$ cat config.mk
export PLATFORM = sky130hd
export DESIGN_NAME = terminal_escape_key_decoder_flat
export DESIGN_NICKNAME = d
export VERILOG_FILES = /design/src/design/tekd_pkg.sv /design/src/design/tekd_in_if.sv /design/src/design/tekd_out_if.sv /design/src/design/terminal_escape_key_decoder.sv /design/src/flat_wrapper.sv
export SDC_FILE = /design/constraint.sdc
export NUM_CORES = 1
export LEC_CHECK = 0
export BUFFER_PORTS_ARGS = -buffer_cell sky130_fd_sc_hd__buf_2
export CAP_MARGIN = 0
export CORE_UTILIZATION = 61
export CTS_CLUSTER_DIAMETER = 120
export DETAILED_ROUTE_END_ITERATION = 6
export GPL_ROUTABILITY_DRIVEN = 0
export PLACE_DENSITY = 0.8
export SYNTH_ARGS = -nofsm -noshare
export SYNTH_HDL_FRONTEND = slang
export SYNTH_SLANG_ARGS = --single-unit
$ cat constraint.sdc
create_clock -name clk -period 4.9 [get_ports clk]
set_clock_uncertainty 0.1 [all_clocks]
set_input_delay 0.49 -clock clk [delete_from_list [all_inputs] [get_ports clk]]
set_output_delay 0.49 -clock clk [all_outputs]
set_load 0.02 [all_outputs]
$ cat src/design/tekd_pkg.sv
// Types and constants of the terminal escape key decoder.
package tekd_pkg;

	localparam logic [1:0] OP_BYTE = 2'd0;
	localparam logic [1:0] OP_TICK = 2'd1;
	localparam logic [1:0] OP_CLOSE = 2'd2;

	localparam logic [3:0] KK_PLAIN = 4'd0;
	localparam logic [3:0] KK_UP = 4'd1;
	localparam logic [3:0] KK_DOWN = 4'd2;
	localparam logic [3:0] KK_LEFT = 4'd3;
	localparam logic [3:0] KK_RIGHT = 4'd4;
	localparam logic [3:0] KK_HOME = 4'd5;
	localparam logic [3:0] KK_END = 4'd6;
	localparam logic [3:0] KK_DEL = 4'd7;
	localparam logic [3:0] KK_PGUP = 4'd8;
	localparam logic [3:0] KK_PGDN = 4'd9;
	localparam logic [3:0] KK_GONE = 4'd10;

	localparam logic [7:0] BYTE_IAC = 8'hFF;
	localparam logic [7:0] BYTE_ESC = 8'h1B;
	localparam logic [7:0] BYTE_CSI = 8'h5B;   // '['
	localparam logic [7:0] BYTE_SS3 = 8'h4F;   // 'O'
	localparam logic [7:0] BYTE_DIGIT0 = 8'h30;
	localparam logic [7:0] BYTE_DIGIT9 = 8'h39;
	localparam logic [7:0] BYTE_FIN_A = 8'h41;
	localparam logic [7:0] BYTE_FIN_B = 8'h42;
	localparam logic [7:0] BYTE_FIN_C = 8'h43;
	localparam logic [7:0] BYTE_FIN_D = 8'h44;
	localparam logic [7:0] BYTE_FIN_F = 8'h46;
	localparam logic [7:0] BYTE_FIN_H = 8'h48;

	localparam logic [1:0] IAC_SKIP = 2'd2;
	localparam logic [15:0] TIMEOUT_RESET = 16'd60;
	localparam logic [15:0] TICK_MAX = 16'hFFFF;

	localparam int QDEPTH = 4;
	localparam int QPTR_W = $clog2(QDEPTH);
	localparam int QCNT_W = $clog2(QDEPTH + 1);

	typedef struct packed {
		logic [3:0] kind;
		logic [7:0] kbyte;
		logic       last;
	} key_item_t;

	function automatic logic [3:0] digit_key(input logic [3:0] d);
		logic [3:0] k;
		case (d)
			4'd1, 4'd7: k = KK_HOME;
			4'd4, 4'd8: k = KK_END;
			4'd3:       k = KK_DEL;
			4'd5:       k = KK_PGUP;
			4'd6:       k = KK_PGDN;
			default:    k = KK_PLAIN;
		endcase
		return k;
	endfunction

	function automatic logic [3:0] final_key(input logic [7:0] b);
		logic [3:0] k;
		case (b)
			BYTE_FIN_A: k = KK_UP;
			BYTE_FIN_B: k = KK_DOWN;
			BYTE_FIN_C: k = KK_RIGHT;
			BYTE_FIN_D: k = KK_LEFT;
			BYTE_FIN_H: k = KK_HOME;
			BYTE_FIN_F: k = KK_END;
			default:    k = KK_PLAIN;
		endcase
		return k;
	endfunction

endpackage

$ cat src/design/tekd_in_if.sv
// Input channel: received byte, tick or link-closed events.
interface tekd_in_if;
	logic       valid;
	logic       ready;
	logic [1:0] op;
	logic [7:0] rx_byte;

	modport source (output valid, output op, output rx_byte, input ready);
	modport sink (input valid, input op, input rx_byte, output ready);
endinterface

$ cat src/design/tekd_out_if.sv
// Output channel: decoded key events.
interface tekd_out_if;
	logic       valid;
	logic       ready;
	logic [3:0] key_kind;
	logic [7:0] key_byte;
	logic       last_of_run;

	modport source (output valid, output key_kind, output key_byte, output last_of_run,
		input ready);
	modport sink (input valid, input key_kind, input key_byte, input last_of_run,
		output ready);
endinterface

$ cat src/design/terminal_escape_key_decoder.sv
// Terminal escape key decoder: bytes, ticks and link-closed in, key events out.
//
// Each transaction on din is a received byte, one time tick or a link-closed
// event; each transaction on dout is one key event. The block takes one input
// transaction per cycle while din.ready is high: it lands in an input register,
// and once the result queue has room the decode state machine resolves it with
// a single pass of logic, and its zero, one or two key events go into a
// four-entry result queue that feeds dout. The queue drains one event per cycle
// while dout.ready is high, and the only input that yields more than one key
// event is a link-closed event during an open escape sequence, which yields
// the pending key followed by the disconnect event. din.ready drops only while
// the queue has fewer than two free entries. The escape timeout is set through
// cfg_we/cfg_wdata in ticks (reset value 60).
module terminal_escape_key_decoder
	import tekd_pkg::*;
(
	input  logic          clk,
	input  logic          arst_n,
	input  logic          cfg_we,
	input  logic [15:0]   cfg_wdata,
	tekd_in_if.sink       din,
	tekd_out_if.source    dout
);

	typedef enum logic [1:0] {PH_IDLE, PH_ESC, PH_BRACKET, PH_DIGIT} phase_t;

	logic [15:0]       timeout_q;
	logic              valid_s1;
	logic [1:0]        op_s1;
	logic [7:0]        byte_s1;

	phase_t            phase_q, phase_d;
	logic [1:0]        skip_q, skip_d;
	logic              untimed_q, untimed_d;
	logic [3:0]        digit_q, digit_d;
	logic [15:0]       ticks_q, ticks_d;

	key_item_t         queue_q [QDEPTH];
	logic [QPTR_W-1:0] rd_ptr_q, wr_ptr_q;
	logic [QCNT_W-1:0] count_q;

	logic              advance;
	logic              pop;
	logic [1:0]        n_res;
	key_item_t         res0, res1;
	logic [3:0]        pend_kind;
	logic [7:0]        pend_byte;
	logic [3:0]        fin_kind;
	logic [15:0]       ticks_inc;

	assign advance = valid_s1 && (count_q <= QCNT_W'(QDEPTH - 2));
	assign din.ready = !valid_s1 || advance;
	assign pop = dout.valid && dout.ready;

	assign dout.valid = (count_q != '0);
	assign dout.key_kind = queue_q[rd_ptr_q].kind;
	assign dout.key_byte = queue_q[rd_ptr_q].kbyte;
	assign dout.last_of_run = queue_q[rd_ptr_q].last;

	assign pend_kind = (phase_q == PH_DIGIT) ? digit_key(digit_q) : KK_PLAIN;
	assign pend_byte = (pend_kind == KK_PLAIN) ? BYTE_ESC : 8'd0;
	assign fin_kind = final_key(byte_s1);
	assign ticks_inc = (ticks_q != TICK_MAX) ? ticks_q + 16'd1 : ticks_q;

	always_comb begin
		phase_d = phase_q;
		skip_d = skip_q;
		untimed_d = untimed_q;
		digit_d = digit_q;
		ticks_d = ticks_q;
		n_res = 2'd0;
		res0 = '{kind: KK_PLAIN, kbyte: 8'd0, last: 1'b1};
		res1 = '{kind: KK_GONE, kbyte: 8'd0, last: 1'b1};
		case (op_s1)
			OP_BYTE: begin
				if (skip_q != 2'd0) begin
					skip_d = skip_q - 2'd1;
				end else if (byte_s1 == BYTE_IAC) begin
					skip_d = IAC_SKIP;
					if (phase_q != PH_IDLE) untimed_d = 1'b1;
				end else begin
					// default: sequence ends here with one key
					phase_d = PH_IDLE;
					untimed_d = 1'b0;
					ticks_d = 16'd0;
					n_res = 2'd1;
					case (phase_q)
						PH_IDLE: begin
							if (byte_s1 == BYTE_ESC) begin
								phase_d = PH_ESC;
								n_res = 2'd0;
							end else begin
								res0.kbyte = byte_s1;
							end
						end
						PH_ESC: begin
							if (byte_s1 == BYTE_CSI || byte_s1 == BYTE_SS3) begin
								phase_d = PH_BRACKET;
								n_res = 2'd0;
							end else begin
								res0.kbyte = BYTE_ESC;
							end
						end
						PH_BRACKET: begin
							if (byte_s1 >= BYTE_DIGIT0 && byte_s1 <= BYTE_DIGIT9) begin
								phase_d = PH_DIGIT;
								digit_d = byte_s1[3:0];
								n_res = 2'd0;
							end else begin
								res0.kind = fin_kind;
								res0.kbyte = (fin_kind == KK_PLAIN) ? BYTE_ESC : 8'd0;
							end
						end
						default: begin
							res0.kind = pend_kind;
							res0.kbyte = pend_byte;
						end
					endcase
				end
			end
			OP_TICK: begin
				if (phase_q != PH_IDLE && !untimed_q) begin
					if (ticks_inc < timeout_q) begin
						ticks_d = ticks_inc;
					end else begin
						phase_d = PH_IDLE;
						untimed_d = 1'b0;
						ticks_d = 16'd0;
						res0.kind = pend_kind;
						res0.kbyte = pend_byte;
						n_res = 2'd1;
					end
				end
			end
			OP_CLOSE: begin
				if (phase_q != PH_IDLE) begin
					res0.kind = pend_kind;
					res0.kbyte = pend_byte;
					res0.last = 1'b0;
					n_res = 2'd2;
				end else begin
					res0.kind = KK_GONE;
					n_res = 2'd1;
				end
				phase_d = PH_IDLE;
				skip_d = 2'd0;
				untimed_d = 1'b0;
				digit_d = 4'd0;
				ticks_d = 16'd0;
			end
			default: begin
				n_res = 2'd0;
			end
		endcase
	end

	always_ff @(posedge clk or negedge arst_n) begin
		if (!arst_n) begin
			timeout_q <= TIMEOUT_RESET;
			valid_s1 <= 1'b0;
			phase_q <= PH_IDLE;
			skip_q <= 2'd0;
			untimed_q <= 1'b0;
			digit_q <= 4'd0;
			ticks_q <= 16'd0;
			rd_ptr_q <= '0;
			wr_ptr_q <= '0;
			count_q <= '0;
		end else begin
			if (cfg_we) timeout_q <= cfg_wdata;
			if (din.valid && din.ready) begin
				valid_s1 <= 1'b1;
			end else if (advance) begin
				valid_s1 <= 1'b0;
			end
			if (advance) begin
				phase_q <= phase_d;
				skip_q <= skip_d;
				untimed_q <= untimed_d;
				digit_q <= digit_d;
				ticks_q <= ticks_d;
				wr_ptr_q <= wr_ptr_q + QPTR_W'(n_res);
			end
			if (pop) rd_ptr_q <= rd_ptr_q + QPTR_W'(1);
			count_q <= count_q + (advance ? QCNT_W'(n_res) : QCNT_W'(0))
				- (pop ? QCNT_W'(1) : QCNT_W'(0));
		end
	end

	// input register and queue payload: no reset needed
	always_ff @(posedge clk) begin
		if (din.valid && din.ready) begin
			op_s1 <= din.op;
			byte_s1 <= din.rx_byte;
		end
		if (advance && n_res != 2'd0) queue_q[wr_ptr_q] <= res0;
		if (advance && n_res == 2'd2) queue_q[wr_ptr_q + QPTR_W'(1)] <= res1;
	end

endmodule

$ cat src/flat_wrapper.sv
// flat-port wrapper written by rule: the top's interface ports become plain ports
module terminal_escape_key_decoder_flat import tekd_pkg::*;
  (clk, arst_n, cfg_we, cfg_wdata, din_valid, din_op, din_rx_byte, din_ready, dout_valid, dout_key_kind, dout_key_byte, dout_last_of_run, dout_ready);
  tekd_in_if din_i ();
  tekd_out_if dout_i ();
  input  logic clk;
  input  logic arst_n;
  input  logic cfg_we;
  input  logic [15:0] cfg_wdata;
  input wire logic [$bits(din_i.valid)-1:0] din_valid;
  input wire logic [$bits(din_i.op)-1:0] din_op;
  input wire logic [$bits(din_i.rx_byte)-1:0] din_rx_byte;
  output wire logic [$bits(din_i.ready)-1:0] din_ready;
  output wire logic [$bits(dout_i.valid)-1:0] dout_valid;
  output wire logic [$bits(dout_i.key_kind)-1:0] dout_key_kind;
  output wire logic [$bits(dout_i.key_byte)-1:0] dout_key_byte;
  output wire logic [$bits(dout_i.last_of_run)-1:0] dout_last_of_run;
  input wire logic [$bits(dout_i.ready)-1:0] dout_ready;
  assign din_i.valid = din_valid;
  assign din_i.op = din_op;
  assign din_i.rx_byte = din_rx_byte;
  assign din_ready = din_i.ready;
  assign dout_valid = dout_i.valid;
  assign dout_key_kind = dout_i.key_kind;
  assign dout_key_byte = dout_i.key_byte;
  assign dout_last_of_run = dout_i.last_of_run;
  assign dout_i.ready = dout_ready;
  terminal_escape_key_decoder u_core (.clk(clk), .arst_n(arst_n), .cfg_we(cfg_we), .cfg_wdata(cfg_wdata), .din(din_i), .dout(dout_i));
endmodule
After elaboration in Yosys (flattened, before gate mapping)
Memory sizes are Yosys's and may differ from the RTL's.
Cells that the tools add are included.
{"block": "op_classes", "add_sub_neg": 7, "multipliers": 0, "div_mod_pow": 0, "n_lt_le_gt_ge": 4, "eq_ne": 32, "shift": 0, "n_mux": 65, "n_bitwise": 0, "reduce_logical": 30}
{"operator": "16-bit two-way mux", "count": 5}
{"operator": "8-bit by 7-bit == test with 1-bit output (second input constant)", "count": 8}
{"operator": "12-bit two-way mux", "count": 4}
{"operator": "16-bit case mux with 3 select lines", "count": 1}
{"operator": "12-bit case mux with 3 select lines", "count": 1}
{"operator": "2-bit two-way mux", "count": 13}
{"operator": "4-bit two-way mux", "count": 6}
{"operator": "2-bit case mux with 3 select lines", "count": 4}
{"operator": "8-bit case mux with 3 select lines", "count": 1}
{"operator": "4-bit case mux with 5 select lines", "count": 1}
{"operator": "1-bit two-way mux", "count": 18}
{"operator": "3-bit case mux with 6 select lines", "count": 1}
{"operator": "6-bit AND reduction", "count": 3}
{"operator": "16-bit by 1-bit adder with 16-bit output (second input constant)", "count": 1}
{"operator": "4-bit by 3-bit == test with 1-bit output (second input constant)", "count": 4}
{"operator": "16-bit < comparator", "count": 1}
{"operator": "16-bit inequality test (second input constant)", "count": 1}
{"operator": "4-bit case mux with 2 select lines", "count": 2}
{"operator": "5-bit two-way mux", "count": 3}
{"operator": "11-bit two-way mux", "count": 1}
{"operator": "2-bit nonzero test", "count": 5}
{"operator": "9-bit two-way mux", "count": 1}
{"operator": "2-bit == test (second input constant)", "count": 4}
{"operator": "8-bit by 5-bit == test with 1-bit output (second input constant)", "count": 1}
{"operator": "29 further kinds", "count": 48}
{"block": "totals", "ff_bits": 59, "latchBits": 0, "mem_bits_rw": 52, "romBits": 0, "inputBits": 31, "output_inout_bits": 15, "elab_cells": 151, "memories": 1}
{"name": "u_core.queue_q", "words": 4, "word_bits": 13, "read_ports": 1, "rd_clocked_by_memory_dff": 0, "write_ports": 2, "line_no": "terminal_escape_key_decoder.sv:38", "source": "key_item_t queue_q [QDEPTH];"}

Depth between registers and ports, before layout
{"block": "logic_depth", "word_depth": 11, "mapped_depth": 19, "ltp_nobuf": 18}

Worst setup path before layout
Ideal clock, no wire load.
{"block": "synth_timing", "path_kind": "reg2reg", "from": "register u_core.ticks_q[0]", "to": "register u_core.count_q[2]", "setup_time_ps": 123, "arrival_time_ps": 4154, "required_time_ps": 4677, "setup_slack_ps": 523, "path_stages_with_launch": 19, "path_buffers": 1, "period_less_slack_ps": 4377, "path_cell_list": "dfrtp_1 -> ha_1 -> nand3_2 -> or4_1 -> buf_2 -> and3_1 -> nand4_1 -> xor2_1 -> inv_1 -> ha_1 -> a21oi_1 -> o221ai_1 -> a221oi_1 -> a21oi_1 -> nor2_1 -> nor3_1 -> ha_1 -> fa_1 -> xnor2_1"}
{"block": "synth_via", "elab_chain_len": 9}
{"element": "start, declared", "line_no": "terminal_escape_key_decoder.sv:36", "source": "logic [15:0] ticks_q, ticks_d;"}
{"element": "start signal, assigned", "line_no": "terminal_escape_key_decoder.sv:181", "source": "ticks_q <= ticks_d;"}
{"element": "16-bit by 1-bit adder with 16-bit output / 16-bit inequality test (equally long branches)", "line_no": "terminal_escape_key_decoder.sv:63", "source": "assign ticks_inc = (ticks_q != TICK_MAX) ? ticks_q + 16'd1 : ticks_q;"}
{"element": "16-bit two-way mux (*)", "line_no": "terminal_escape_key_decoder.sv:63"}
{"element": "16-bit < comparator (*)", "line_no": "terminal_escape_key_decoder.sv:123", "source": "if (ticks_inc < timeout_q) begin"}
{"element": "1-bit two-way mux (*)", "line_no": "terminal_escape_key_decoder.sv:123"}
{"element": "2-bit two-way mux (*)", "line_no": "terminal_escape_key_decoder.sv:122", "source": "if (phase_q != PH_IDLE && !untimed_q) begin"}
{"element": "2-bit case mux with 3 select lines (*)", "line_no": "terminal_escape_key_decoder.sv:74", "source": "case (op_s1)"}
{"element": "2-bit two-way mux (*)", "line_no": "terminal_escape_key_decoder.sv:185", "source": "count_q <= count_q + (advance ? QCNT_W'(n_res) : QCNT_W'(0))"}
{"element": "3-bit adder (*)", "line_no": "terminal_escape_key_decoder.sv:185"}
{"element": "3-bit subtractor (*)", "line_no": "terminal_escape_key_decoder.sv:186", "source": "- (pop ? QCNT_W'(1) : QCNT_W'(0));"}
{"element": "end signal, assigned", "line_no": "terminal_escape_key_decoder.sv:185"}
{"element": "end, declared", "line_no": "terminal_escape_key_decoder.sv:40", "source": "logic [QCNT_W-1:0] count_q;"}
Mark *: on every way between the ends. The rest lies on a longest branch, timed or not.
A chain may end at the register's enable or synchronous reset.

Worst setup path after layout
{"block": "layout_timing", "from": "register u_core.ticks_q[0]", "to": "register u_core.count_q[1]"}
Same word-level chain as after synthesis.

==> results.py <==
metrics = {
    "run_status": {
        "status": "completed",
    },
    "global_routing": {
        "grt_pass1_wl_um": 26900,
        "grt_pass1_vias": 5438,
        "grt_max_degree": 50,
        "grtUsageTotal_pct": 30.18,
        "antenna_found_initial": 0,
        "grt_overflow": 0,
    },
    "yosys": {
        "synth_flop_cell": "dfxtp_1",
        "ys_seq_area_share_pct": 38.51,
        "synth-edff-count": 10,
        "synth.top_cells.by_area": "dfrtp_1 17%, dfxtp_1 16%, ha_1 5.1%",
        "avgSynthCellArea_um2": 9.435,
        "syn-num-nets": 767,
        "syn-cell-area_um2": 6680,
        "syn-instance-count": 708,
        "ys_types": 81,
        "synth_top_area_share_pct": 16.86,
        "synthArstFlopShare_pct": 44.14,
        "ys_warn_count": 0,
        "synth-seq-cells": 111,
        "yosysTopAreaCell": "dfrtp_1",
    },
    "timing": {
        "fmax_ghz": 0.2157,
        "layout_setup_ws_ps": 263.9,
        "finalCritPeriodShare_pct": 94.61,
        "worst_slew_pin_slew_ps": 1202,
        "slew_viol_final": 0,
        "hold_violations": 0,
        "setup_viol": 0,
        "finalCriticalPeriod_ps": 4636,
        "max_slew_margin_pct": 19.85,
    },
    "layout": {
        "layout_common_cells": "64 x nand2_1, 53 x inv_1, 52 x dfxtp_1, 45 x buf_2, 45 x dfrtp_1",
        "final_common_cell": "nand2_1",
        "drive_gt1_share_pct": 17.33,
        "n_antenna_cell": 0,
        "final_area_um2": 7184,
        "postLayoutCoreUtil_pct": 68.67,
        "final_cells": 869,
        "areaGrowthSynthToFinish_pct": 7.548,
        "nNetsFinal": 787,
    },
    "die": {
        "rows": 37,
        "io_pins": 46,
        "initial_core_util_pct": 63.85,
        "die_x_um": 106.6,
        "fp.dieArea_um2": 11370,
        "die_y_um": 106.6,
        "coreArea_um2": 10460,
    },
    "detailed_routing": {
        "wl_um": 16390,
        "vias_per_cell": 6.695,
        "routedWlPerCell_um": 18.86,
        "num_vias": 5818,
        "dr.pass1.iters": 7,
        "drcViolationCount": 0,
        "drt_iter0_drc": 558,
        "ant_nets": 0,
    },
    "setup_path": {
        "worstSetupStartpointType": "flip-flop",
        "crit_arrival_ps": 4820,
        "worstPathRequired_ps": 5080,
        "crit_path_end_kind": "flip-flop",
        "rr_worst_depth": 16,
        "worstPathMaxFanout": 7,
        "critical_path_class": "flip-flop to flip-flop",
    },
    "clock_tree": {
        "cts_root_buf": "clkbuf_8",
        "cts_tree": "built",
        "clk_pin_slew_worst_paths_ps": 110,
        "clk_latency_ps": 400,
        "cts_htree_levels": 3,
        "ctsHoldBuffers": 0,
        "cts.sinks": 111,
        "cts_made_buffers": 9,
        "ctsLongestPathBuffers": 2,
    },
    "power": {
        "combPwrFrac_pct": 38.9,
        "p_leak_uw": 0.002904,
        "peakVddDrop_uv": 363.6,
        "p_seq_share_pct": 42.3,
        "p_int_uw": 1991,
        "swShare_pct": 40.27,
        "p_total_uw": 3333,
        "p_sw_uw": 1342,
        "power.share.clock_pct": 18.8,
        "power.density_nw_per_um2": 464.0,
    },
    "placement": {
        "place_ws_ps": 104.3,
        "dp_hpwl_um": 11770,
        "place_area_um2": 6940,
        "dp_cells": 852,
        "portBuffers": 45,
    },
    "min_path": {
        "holdCritPathClass": "primary input to asynchronous set/reset pin",
    },
    "job": {
        "maxCapViolCount": 0,
    },
}
path summary, 6_finish.rpt:
check                                                       start                           endpoint  slack [ps]
worst max-delay path                u_core.ticks_q[0]$_DFFE_PN0P_        u_core.count_q[1]$_DFF_PN0_         260
worst min register to register  u_core.queue_q[3][5]$_SDFFE_PP0P_  u_core.queue_q[3][5]$_SDFFE_PP0P_         380
max in group asynchronous                                  arst_n       u_core.skip_q[0]$_DFFE_PN0P_        4180
worst min-delay path                                       arst_n    u_core.timeout_q[8]$_DFFE_PN0P_          80
worst max register to register      u_core.ticks_q[0]$_DFFE_PN0P_        u_core.count_q[1]$_DFF_PN0_         260
min in group clk                                        din_op[0]          u_core.op_s1[0]$_DFFE_PP_         170
flip-flops by register name, indices dropped and copies added, names as in the netlist:
name,cells
u_core.valid_s1,1
u_core.untimed_q,1
u_core.phase_q,2
u_core.wr_ptr_q,2
u_core.op_s1,2
u_core.byte_s1,8
u_core.rd_ptr_q,2
u_core.skip_q,2
u_core.digit_q,4
u_core.timeout_q,16
u_core.count_q,3
u_core.ticks_q,16
u_core.queue_q,52
power by group through the flow:
stage	sequential, uW	combinational [uW]	clock [uW]
6_report	1410	1300	626
5_1_grt	1450	1400	668
4_1_cts	1400	1280	634
3_5_place_dp	1420	1270	0
3_3_place_gp	1400	1220	0
2_1_floorplan	1270	1080	0
per-stage QoR:
stage          TNS, ps  hold WS [ps]
4_1_cts              0         93.90
6_report             0         84.50
2_1_floorplan        0         94.41
3_3_place_gp         0         359.3
3_5_place_dp         0         368.8
5_1_grt         -10.21         124.6
critical path: stages, from the launching register on:
cell and delay [ps]:
dfrtp_1 460, ha_1 270, nand3_2 150, or4_1 570
buf_4 190, nand4_1 180, or3_1 180, xnor2_1 70
ha_1 320, nand4_1 160, nor3_1 390, o2111ai_4 220
a21oi_2 330, nor2_1 100, nor3_1 180, ha_1 200
fa_1 440
layout make-up:
type	count	area, um2
clock inverter	5	78.83
tap	136	170.2
sequential	111	2572
fill	826	3278
multi-input combinational	498	3722
inverter	53	198.9
clock buffer	11	141.4
timing repair buffer	55	300.3
synth_stat cells (4+ instances only):
library cell  number
nand4_1           12
dfstp_2            4
o21ai_0           26
o21ai_1           18
nor2_1            31
inv_1             53
o311ai_1           4
xnor2_1           12
dfrtp_1           45
dfxtp_1           52
edfxtp_1          10
clkbuf_1          31
o32ai_1           25
and3_1             4
a31o_2             5
nor2b_1            8
mux4_2            13
xor2_1            12
o31ai_1            7
o21ai_4            4
o211ai_1          39
a211oi_1           4
a22o_1             7
buf_2              9
o21ai_2            5
ha_1              27
nor3_1            19
o2111ai_1         17
nand2_1           64
nand2b_1           7
and2_1            10
nand3_1           12
a21oi_1           31
layer usage:
metal  vias to the layer above  track usage [%]  share of wire, %
li1                       2704                -                 -
met1                      2794            42.41                45
met2                       301            45.94                45
met3                        19            6.687               8.7
met4                         0            10.57               1.2
met5                         -                0                 0
timing repair:
| action | 4_1_cts | 5_1_grt |
|---|---|---|
| endpoints found under the setup margin | 0 | 61 |
| buffers inserted | 0 | 1 |
| resized for setup | 0 | 3 |
kinds of logic after synthesis:
kind of cell             count (synthesis)  share of synthesized area [%]
XOR/XNOR                                24                          3.147
AO/OA/AOI/OAI                          231                          26.56
buffers and inverters                   99                          6.012
multiplexers                            19                          5.357
adder cells (fa/ha/maj)                 28                          5.357
AND/OR/NAND/NOR                        196                          15.06
flip-flops                             111                          38.51
Power figures use the tool's default switching activity.
